`config.mk`:
```
export PLATFORM = sky130hd
export DESIGN_NAME = affine_cipher_mod26
export DESIGN_NICKNAME = d
export VERILOG_FILES = /design/src/hdl/acm_pkg.sv /design/src/hdl/affine_cipher_mod26.sv /design/src/hdl/acm_seq.sv
export VERILOG_INCLUDE_DIRS = /design/src /design/src/hdl
export SDC_FILE = /design/constraint.sdc
export NUM_CORES = 1
export LEC_CHECK = 0
export ABC_AREA = 0
export BUFFER_PORTS_ARGS = -buffer_cell sky130_fd_sc_hd__buf_2
export CORE_UTILIZATION = 55
export DETAILED_ROUTE_END_ITERATION = 7
export GPL_TIMING_DRIVEN = 0
export PLACE_DENSITY_LB_ADDON = 0.08
export SYNTH_ARGS = -nofsm -noshare
export SYNTH_HDL_FRONTEND = slang
export SYNTH_SLANG_ARGS = --single-unit
```
`constraint.sdc`:
```
create_clock -name clk -period 9.9 [get_ports clk]
set_input_delay 0 -clock clk [delete_from_list [all_inputs] [get_ports clk]]
set_output_delay 0 -clock clk [all_outputs]
set_load 0.02 [all_outputs]
```
`src/hdl/affine_cipher_mod26_assert.svh`:
```
// Assertion macros shared by the affine cipher RTL.
// Expects signals named clk and arst_n in the including module.
`ifndef AFFINE_CIPHER_MOD26_ASSERT_SVH
`define AFFINE_CIPHER_MOD26_ASSERT_SVH

// Same-cycle implication, disabled while reset is asserted.
`define ACM_ASSERT_IMP(lbl, ante, cons) \
	lbl: assert property (@(posedge clk) disable iff (!arst_n) (ante) |-> (cons)) \
		else $error("acm assertion failed");

// Next-cycle implication, disabled while reset is asserted.
`define ACM_ASSERT_NXT(lbl, ante, cons) \
	lbl: assert property (@(posedge clk) disable iff (!arst_n) (ante) |=> (cons)) \
		else $error("acm assertion failed");

`endif

```
`src/hdl/acm_pkg.sv`:
```
// Package for the affine cipher: item types, microcode word, control ROM and mod 26 helper.
// Used by acm_seq, affine_cipher_mod26 and the testbench; depends on nothing else.
package acm_pkg;

	localparam int unsigned ALPHA = 26;
	localparam logic [7:0] LETTER_A = 8'd65;
	localparam logic [4:0] KEY_MULT_RESET = 5'd17;
	localparam logic [4:0] KEY_ADD_RESET = 5'd20;
	localparam logic REG_KEY_MULT = 1'b0;
	localparam logic REG_KEY_ADD = 1'b1;

	typedef struct packed {
		logic cmd;
		logic [7:0] in_char;
	} in_t;

	typedef struct packed {
		logic [7:0] out_char;
		logic key_error;
	} out_t;

	typedef logic [2:0] pc_t;

	localparam pc_t PC_FETCH = 3'd0;
	localparam pc_t PC_EINIT = 3'd1;
	localparam pc_t PC_ESUB = 3'd2;
	localparam pc_t PC_ESWAP = 3'd3;
	localparam pc_t PC_EDONE = 3'd4;
	localparam pc_t PC_DMUL = 3'd5;
	localparam pc_t PC_EMIT = 3'd6;

	typedef enum logic [1:0] {
		HOLD_NONE,
		HOLD_NO_IN,
		HOLD_OUT_BUSY
	} hold_t;

	typedef enum logic [2:0] {
		J_NEVER,
		J_ALWAYS,
		J_NEED_INV,
		J_A_ZERO,
		J_SUB_GE,
		J_RPREV_NZ
	} jcond_t;

	typedef struct packed {
		hold_t hold;
		jcond_t jc;
		pc_t jmp;
		pc_t nxt;
		logic ld_item;
		logic ld_acc;
		logic euc_init;
		logic euc_sub;
		logic euc_swap;
		logic inv_wr;
		logic ld_out;
	} ctl_t;

	typedef struct packed {
		logic in_valid;
		logic out_busy;
		logic need_inv;
		logic a_zero;
		logic sub_ge;
		logic rprev_nz;
	} stat_t;

	function automatic ctl_t acm_rom(input pc_t pc);
		ctl_t w;
		w = '{hold: HOLD_NONE, jc: J_NEVER, jmp: PC_FETCH, nxt: PC_FETCH, default: 1'b0};
		case (pc)
			PC_FETCH: begin
				w.hold = HOLD_NO_IN;
				w.jc = J_NEED_INV;
				w.jmp = PC_EINIT;
				w.nxt = PC_EMIT;
				w.ld_item = 1'b1;
				w.ld_acc = 1'b1;
			end
			PC_EINIT: begin
				w.jc = J_A_ZERO;
				w.jmp = PC_EDONE;
				w.nxt = PC_ESUB;
				w.euc_init = 1'b1;
			end
			PC_ESUB: begin
				w.jc = J_SUB_GE;
				w.jmp = PC_ESUB;
				w.nxt = PC_ESWAP;
				w.euc_sub = 1'b1;
			end
			PC_ESWAP: begin
				w.jc = J_RPREV_NZ;
				w.jmp = PC_ESUB;
				w.nxt = PC_EDONE;
				w.euc_swap = 1'b1;
			end
			PC_EDONE: begin
				w.nxt = PC_DMUL;
				w.inv_wr = 1'b1;
			end
			PC_DMUL: begin
				w.nxt = PC_EMIT;
				w.ld_acc = 1'b1;
			end
			PC_EMIT: begin
				w.hold = HOLD_OUT_BUSY;
				w.nxt = PC_FETCH;
				w.ld_out = 1'b1;
			end
			default: begin
				w.nxt = PC_FETCH;
			end
		endcase
		return w;
	endfunction

	// Remainder mod 26 of a value below 1024, by reciprocal multiply and one correction.
	function automatic logic [4:0] acm_mod26(input logic [9:0] v);
		logic [18:0] p;
		logic [9:0] q;
		logic [10:0] r;
		p = 19'(v) * 19'd315;
		q = 10'(p >> 13);
		r = 11'(v) - 11'(11'(q) * 11'(ALPHA));
		if (r >= 11'(ALPHA)) begin
			r = r - 11'(ALPHA);
		end
		return 5'(r);
	endfunction

endpackage

```
`src/hdl/affine_cipher_mod26.sv`:
```
// Affine cipher over A..Z, mod 26. Each input item carries a command (encrypt or decrypt) and one
// character and yields one output item. Encrypts, and decrypts once the key inverse is known, go
// through FETCH, which accepts the item and multiplies, and EMIT, which reduces and emits. The first decrypt after
// reset or a key write runs the extended Euclidean algorithm by repeated subtraction in the
// microcoded datapath before its multiply. Non-letters pass unchanged;
// a key with no inverse flags key_error on decrypt and passes the character.
// Depends on acm_pkg, acm_seq and affine_cipher_mod26_assert.svh.
module affine_cipher_mod26 (
	input logic clk,
	input logic arst_n,
	input logic in_valid,
	output logic in_stall,
	input acm_pkg::in_t in_data,
	output logic out_valid,
	input logic out_stall,
	output acm_pkg::out_t out_data,
	input logic psel,
	input logic penable,
	input logic pwrite,
	input logic [2:0] paddr,
	input logic [31:0] pwdata,
	output logic [31:0] prdata,
	output logic pready
);
	import acm_pkg::*;

	`include "affine_cipher_mod26_assert.svh"

	logic [4:0] key_mult_q;
	logic [4:0] key_add_q;
	logic [4:0] inv_q;
	logic known_q;
	in_t item_q;
	logic [9:0] acc_q;
	logic [4:0] r_prev_q;
	logic [4:0] r_cur_q;
	logic signed [6:0] t_prev_q;
	logic signed [6:0] t_cur_q;
	logic out_valid_q;
	out_t out_q;

	ctl_t ctl;
	pc_t pc;
	logic ctl_fire;
	stat_t st;

	logic cfg_wr;
	logic [4:0] a_r;
	logic [4:0] b_r;
	in_t src;
	logic [4:0] x;
	logic [5:0] d_raw;
	logic [4:0] d;
	logic [4:0] op_a;
	logic [4:0] op_b;
	logic [9:0] acc_d;
	logic signed [6:0] t_fix;
	logic letter;
	logic err;

	assign pready = 1'b1;
	assign cfg_wr = psel && penable && pwrite && pready;
	assign prdata = (paddr[2] == REG_KEY_ADD) ? {27'd0, key_add_q} : {27'd0, key_mult_q};

	assign a_r = (key_mult_q >= 5'(ALPHA)) ? key_mult_q - 5'(ALPHA) : key_mult_q;
	assign b_r = (key_add_q >= 5'(ALPHA)) ? key_add_q - 5'(ALPHA) : key_add_q;

	assign st.in_valid = in_valid;
	assign st.out_busy = out_valid_q && out_stall;
	assign st.need_inv = in_data.cmd && !known_q;
	assign st.a_zero = (a_r == 5'd0);
	assign st.sub_ge = (r_prev_q >= r_cur_q);
	assign st.rprev_nz = (r_prev_q != 5'd0);

	acm_seq u_seq (
		.clk(clk),
		.arst_n(arst_n),
		.st(st),
		.ctl(ctl),
		.pc(pc),
		.fire(ctl_fire)
	);

	assign in_stall = (pc != PC_FETCH);

	always_comb begin
		src = (pc == PC_FETCH) ? in_data : item_q;
		x = 5'(src.in_char - LETTER_A);
		d_raw = {1'b0, x} + 6'(ALPHA) - {1'b0, b_r};
		d = (d_raw >= 6'(ALPHA)) ? 5'(d_raw - 6'(ALPHA)) : 5'(d_raw);
		op_a = src.cmd ? inv_q : a_r;
		op_b = src.cmd ? d : x;
		acc_d = 10'({5'd0, op_a} * {5'd0, op_b}) + (src.cmd ? 10'd0 : {5'd0, b_r});
		t_fix = (t_prev_q < 0) ? t_prev_q + 7'sd26 : t_prev_q;
		letter = (item_q.in_char >= LETTER_A) && (item_q.in_char < LETTER_A + 8'(ALPHA));
		err = item_q.cmd && (inv_q == 5'd0);
	end

	always_ff @(posedge clk or negedge arst_n) begin
		if (!arst_n) begin
			key_mult_q <= KEY_MULT_RESET;
			key_add_q <= KEY_ADD_RESET;
			inv_q <= 5'd0;
			known_q <= 1'b0;
			out_valid_q <= 1'b0;
		end else begin
			if (cfg_wr) begin
				if (paddr[2] == REG_KEY_ADD) begin
					key_add_q <= pwdata[4:0];
				end else begin
					key_mult_q <= pwdata[4:0];
				end
				known_q <= 1'b0;
			end else if (ctl_fire && ctl.inv_wr) begin
				inv_q <= (r_prev_q == 5'd1) ? 5'(t_fix) : 5'd0;
				known_q <= 1'b1;
			end
			if (ctl_fire && ctl.ld_out) begin
				out_valid_q <= 1'b1;
			end else if (out_valid_q && !out_stall) begin
				out_valid_q <= 1'b0;
			end
		end
	end

	always_ff @(posedge clk) begin
		if (ctl_fire && ctl.ld_item) begin
			item_q <= in_data;
		end
		if (ctl_fire && ctl.ld_acc) begin
			acc_q <= acc_d;
		end
		if (ctl_fire && ctl.euc_init) begin
			r_prev_q <= 5'(ALPHA);
			r_cur_q <= a_r;
			t_prev_q <= 7'sd0;
			t_cur_q <= 7'sd1;
		end else if (ctl_fire && ctl.euc_sub && st.sub_ge) begin
			r_prev_q <= r_prev_q - r_cur_q;
			t_prev_q <= t_prev_q - t_cur_q;
		end else if (ctl_fire && ctl.euc_swap) begin
			r_prev_q <= r_cur_q;
			r_cur_q <= r_prev_q;
			t_prev_q <= t_cur_q;
			t_cur_q <= t_prev_q;
		end
		if (ctl_fire && ctl.ld_out) begin
			out_q.key_error <= err;
			out_q.out_char <= (letter && !err) ? 8'(acm_mod26(acc_q)) + LETTER_A : item_q.in_char;
		end
	end

	assign out_valid = out_valid_q;
	assign out_data = out_q;

	`ACM_ASSERT_IMP(a_inv_ok, known_q && (inv_q != 5'd0), acm_mod26(10'({5'd0, a_r} * {5'd0, inv_q})) == 5'd1)
	`ACM_ASSERT_IMP(a_sub_nz, pc == PC_ESUB, r_cur_q != 5'd0)
	`ACM_ASSERT_NXT(a_emit, (pc == PC_EMIT) && ctl_fire, out_valid_q)
	`ACM_ASSERT_IMP(a_err, out_valid_q && out_q.key_error, known_q && (inv_q == 5'd0))

endmodule

```
`src/hdl/acm_seq.sv`:
```
// Microcode sequencer for the affine cipher: step counter, control ROM and jump logic.
// Depends on acm_pkg for the control word, status bundle and ROM contents.
module acm_seq (
	input logic clk,
	input logic arst_n,
	input acm_pkg::stat_t st,
	output acm_pkg::ctl_t ctl,
	output acm_pkg::pc_t pc,
	output logic fire
);
	import acm_pkg::*;

	pc_t pc_q;
	logic hold_act;
	logic taken;

	assign pc = pc_q;
	assign ctl = acm_rom(pc_q);

	always_comb begin
		case (ctl.hold)
			HOLD_NO_IN: hold_act = !st.in_valid;
			HOLD_OUT_BUSY: hold_act = st.out_busy;
			default: hold_act = 1'b0;
		endcase
		case (ctl.jc)
			J_ALWAYS: taken = 1'b1;
			J_NEED_INV: taken = st.need_inv;
			J_A_ZERO: taken = st.a_zero;
			J_SUB_GE: taken = st.sub_ge;
			J_RPREV_NZ: taken = st.rprev_nz;
			default: taken = 1'b0;
		endcase
	end

	assign fire = !hold_act;

	always_ff @(posedge clk or negedge arst_n) begin
		if (!arst_n) begin
			pc_q <= PC_FETCH;
		end else if (!hold_act) begin
			pc_q <= taken ? ctl.jmp : ctl.nxt;
		end
	end

endmodule

```
* Word level (Yosys, flattened, before mapping)
Cells that the tools add are included.
** Storage, ports and cells
- Input bits :: 51
- Output and inout bits :: 44
- Logic and storage cells :: 130
- Flip-flop bits (word level) :: 72
** Cells by class
- Reduce and logical (&&, ||, !) cells :: 36
- Magnitude comparators :: 8
- Equality and inequality tests :: 15
- $mul :: 3
- Add/subtract/negate cells :: 13
- Muxes and demuxes :: 37
- Bitwise logic cells :: 3
** Operators by type and width (number)
- 2-to-1 mux 5 bit :: 16
- one-hot mux 6 bit (4 select lines) :: 1
- subtractor 5 bit (second input constant) :: 4
- multiplier 10 x 9 -> 19 bit (second input constant) :: 1
- logical AND 1 bit :: 16
- equality test 3 bit (second input constant) :: 5
- one-hot mux 3 bit (5 select lines) :: 1
- 2-to-1 mux 7 bit :: 2
- equality test 3 x 2 -> 1 bit (second input constant) :: 4
- >= comparator 11 x 5 -> 1 bit (second input constant) :: 1
- 2-to-1 mux 1 bit :: 11
- subtractor 10 x 11 -> 11 bit :: 1
- adder 10 x 5 -> 10 bit :: 1
- >= comparator 5 bit (second input constant) :: 2
- zero test 5 bit :: 2
- multiplier 5 x 5 -> 10 bit :: 1
- multiplier 6 x 4 -> 10 bit (second input constant) :: 1
- AND reduction 2 bit :: 5
- 2-to-1 mux 9 bit :: 1
- adder 5 x 7 -> 8 bit (second input constant) :: 1
- >= comparator 8 x 7 -> 1 bit (second input constant) :: 1
- < comparator 8 x 7 -> 1 bit (second input constant) :: 1
- 2-to-1 mux 8 bit :: 1
- nonzero test 2 bit :: 4
- other kinds (24) :: 31

* Logic depth before layout (Yosys ltp)
- Depth after elaboration :: 10
- Mapped depth :: 41
- Depth with buffers taken out :: 40

* Cells and area by module
Synthesis repeated with hierarchy kept, for this count alone.
** Second synthesis, totals
- Cell total of the unflattened synthesis :: 934
- Area, all modules :: 8326.7 um^2
** Modules (own cells, without submodules)
- affine_cipher_mod26 :: area each 7920.1 um^2, sequential area each 1801.7 um^2, times used 1, cells an instance 875
- acm_seq :: area each 406.6 um^2, sequential area each 75.1 um^2, times used 1, cells an instance 59

* Least setup slack after synthesis
No wires, ideal clock.
- Kind :: register to register
- Start point :: register acc_q[3]
- End point :: register out_q, in the netlist out_data[5], data pin
- Library setup time :: 0.138 ns
- Path buffers :: 2
- Arrival time :: 8.288 ns
- Slack :: 1.473 ns
- Stages on the path, launching flop included :: 40
- Required time :: 9.762 ns
- Clock period less this slack :: 8.427 ns
- Cells stage by stage :: edfxtp_1 -> fa_1 -> fa_1 -> inv_1 -> fa_1 -> fa_1 -> inv_1 -> ha_1 -> a21oi_1 -> o21ai_1 -> a21oi_1 -> o21ai_1 -> and2_1 -> o21a_1 -> o21a_1 -> nor2_1 -> xor2_1 -> fa_1 -> [4 not listed] -> xnor2_1 -> ha_1 -> clkbuf_1 -> a211oi_1 -> a21oi_1 -> nor2_1 -> a31oi_1 -> o32a_1 -> a311oi_1 -> and4_4 -> buf_6 -> xor2_1 -> ha_1 -> nand3b_1 -> xnor2_1 -> a21oi_1 -> or4_1 -> nand4_1
** Between the ends
- Word-level cells in the longest chain between the ends :: 8
- Elaborated cells on any way between the ends :: 9
- Classes of those cells :: add/sub (3); mul (2); order compare (1); mux (3)
** RTL lines
- from (decl) :: RTL line affine_cipher_mod26.sv:34 : logic [9:0] acc_q;
- from (signal assigned) :: RTL line affine_cipher_mod26.sv:131 : acc_q <= acc_d;
- multiplier 10 x 9 -> 19 bit :: RTL line acm_pkg.sv:125 : p = 19'(v) * 19'd315;
- multiplier 6 x 4 -> 10 bit :: RTL line acm_pkg.sv:127 : r = 11'(v) - 11'(11'(q) * 11'(ALPHA));
- subtractor 10 x 11 -> 11 bit (*) :: RTL line acm_pkg.sv:127
- >= comparator 11 x 5 -> 1 bit or subtractor 5 bit (tied branches) :: RTL line acm_pkg.sv:128, acm_pkg.sv:129
- 2-to-1 mux 5 bit (*) :: RTL line acm_pkg.sv:128 : if (r >= 11'(ALPHA)) begin
- 2-to-1 mux 5 bit (*) :: RTL line affine_cipher_mod26.sv:147 : if (ctl_fire && ctl.ld_out) begin
- adder 5 x 7 -> 8 bit (*) :: RTL line affine_cipher_mod26.sv:149 : out_q.out_char <= (letter && !err) ? 8'(acm_mod26(acc_q)) + LETTER_A : item_q.in_char;
- 2-to-1 mux 8 bit (*) :: RTL line affine_cipher_mod26.sv:149
- to (decl) :: RTL line affine_cipher_mod26.sv:40 : out_t out_q;
Mark *: on every way between the ends. The rest lies on a longest branch, timed or not. The select of a mux whose other input is x is not followed.
A chain may end at the register's enable or synchronous reset.

* Worst setup path after layout
- Start point :: register acc_q[6]
- End point :: register out_q, in the netlist out_data[5], data pin
The elaborated chain is that of the path after synthesis.

==> results.cfg <==
[grt]
grt_max_degree = 21
grt_pass1_wl_um = 27900
grt_overflow_total = 0
grt_usage_pct = 23.6
grt_pass1_vias = 5979
antenna_found_initial = 0

[synthesis]
syn-cell-area_mm2 = 0.00805
yosysSeqAreaShare_pct = 23.3
yosysTopAreaCell = ha_1
yosys_warnings = 0
synth.most_common_cell = inv_1
synth-edff-count = 33
synth_ff_type = edfxtp_1
syn_inst = 912
synth_cell_types = 70
ys_ff_latch = 72
synthTopCellsByCount = inv_1, ha_1, nand2_1, nor2_1, a21oi_1
synth_top_area_share_pct = 18.0
synthTopCellsByArea = ha_1, edfxtp_1, fa_1
async_reset_ff_share_pct = 27.8
syn_area_per_cell_um2 = 8.83

[clocking]
h-tree-depth = 3
clock-sinks = 72
cts_tree = done
path_clk_slew_ns = 0.06
clockBufferDepth = 2
cts-root-buf = clkbuf_16
numCtsBuffers = 9
clk_latency_ns = 0.34

[timing]
worst_slew_margin_rel_pct = 20.8
tightestPinTransition_ns = 1.18
rsz0062_at_grt = no
setup_tns_ns = 0
finalClockSkew_ns = 0.00588
finalWorstSetupSlack_ns = 0.674
fin_crit_sh_pct = 93.2
max_freq_ghz = 0.108
slew_viol_final = 0
setup_violations = 0
period_minus_slack_ns = 9.23
hold_slack_ns = 0.0665
finalHoldViolations = 0

[run]
max_cap_viol_count = 0

[route]
drt_first_pass_iters = 8
vias_per_cell = 5.30
vias = 6338
wl_um = 16800
drc = 0
drt_iter0_drc = 290
route.detailed.wl_per_inst_um = 14.1
antenna_left = 0

[critical_path]
reg2reg_to = out_data[5]
rr_startpoint = acc_q[6]
worstSetupStartpointType = flip-flop
required_ns = 10.10
crit_type = reg -> reg
r2r_setup_slack_ns = 0.67
max_stage_delay_ns = 0.55
critPathTopFamily = adder cells
end_kind = flip-flop
arrival_ns = 9.43
cp.buffers_inverters = 7
crit_fanout = 10
ff2ff_path_depth = 39
slowest_stage = edfxtp_1

[die]
dieArea_mm2 = 0.0151
num_rows = 43
io_pins = 95
core_mm2 = 0.0141
die_h_um = 123
fp.dieW_um = 123
initial_core_util_pct = 57.1

[place]
dp_hpwl_um = 13400
pre_cts_ws_ns = 0.557
place.gp.congestion = 0.893
port_buffers = 37

[final_layout]
diodes = 0
nets = 1225
area_delta_synth_final_pct = 12.9
fillerInstances = 1274
multi_input_area_mm2 = 0.00545
drive_gt1_share_pct = 12.8
ff_latch_area_mm2 = 0.00188

[hold_path]
min_from = penable
whs_path_depth = 4
worst_hold_path.endpoint = known_q
min_path_type = in -> reg

[status]
status = complete, no violations
## cells by family (layout without fill, tap and decap cells)
kind of cell               after synthesis  count (layout)  synth area share (%)
and+or+nand+nor                        232             232                  13.9
muxes                                   21              21                  2.78
DFF                                     72              72                  23.3
xor gates and xnor gates                42              42                  4.66
other                                    2              28                0.0933
adders and majority gates              164             164                  30.0
buffers and inverters                  190             267                  10.4
AOI/OAI and AO/OA                      189             189                  14.9
## placed cells by master (no fill, tap or decap), types with 19 or more instances in the layout
master / count
inv_1: 136
ha_1: 116
nand2_1: 85
nor2_1: 56
a21oi_1: 54
fa_1: 48
o21ai_0: 42
buf_2: 39
buf_4: 36
edfxtp_1: 33
xnor2_1: 31
conb_1: 28
clkbuf_1: 21
a21o_1: 19
dfxtp_1: 19
## how the worst max path moves through the flow
stage / start / endpoint / slack (ns) / cells after the start
6_report: acc_q[6] / out_data[5] / 0.67 / 39
5_1_grt: acc_q[8] / out_data[5] / 0.03 / 38
4_1_cts: acc_q[3] / out_data[5] / 0.53 / 38
3_5_place_dp: acc_q[3] / out_data[5] / 0.56 / 38
3_3_place_gp: acc_q[3] / out_data[5] / 0.66 / 39
2_1_floorplan: acc_q[3] / out_data[5] / 1.47 / 39
## repair_timing
action | CTS | global route
gates resized for setup | 0 | 1
hold buffers | 16 | 0
buffers inserted | 0 | 7
hold endpoints to repair | 40 | 0
setup endpoints to repair | 0 | 1
## registers in the layout (all words and copies together) (netlist names)
signal and flops:
known_q 1, key_add_q 5, out_valid 1, out_data 9
t_cur_q 7, r_cur_q 5, t_prev_q 7, key_mult_q 5
acc_q 10, item_q 9, inv_q 5, u_seq.pc 3
r_prev_q 5
## worst reg2reg max path: cells and delay by family (launching register included)
family,cells,cell delay (ns)
xor gates and xnor gates,3,0.56
AOI/OAI and AO/OA,13,2.14
DFF,1,0.55
and+or+nand+nor,7,1.60
buffers and inverters,7,0.73
adders and majority gates,9,3.53
## area by class of cell
type,count,area share (%)
tap,180,2.48
inverter,136,5.62
buffer,54,3.59
sequential,72,20.7
clock inverter,6,0.633
timing repair buffer,61,4.46
clock buffer,10,2.63
multi-input combinational,676,59.9
## per-stage QoR
stage                     utilization (%)  std cells  instance area [um2]
after global routing                 64.5       1195                 9090
final                                64.5       1195                 9090
after CTS                            64.1       1188                 9030
after global placement               60.7       1155                 8560
after floorplan                         -        938                 8150
after detailed placement             60.8       1156                 8570
## routing by layer
layer / part of all wire [%] / vias up / global-route usage (%)
met5: 0 / - / 0
li1: - / 3242 / -
met1: 48 / 2970 / 30.1
met2: 48 / 113 / 42.2
met4: 1.0 / 0 / 6.25
met3: 2.8 / 13 / 2.91
Power is not shown: default switching activity piles up to over one toggle a cycle in this logic, so the estimate is an artifact.
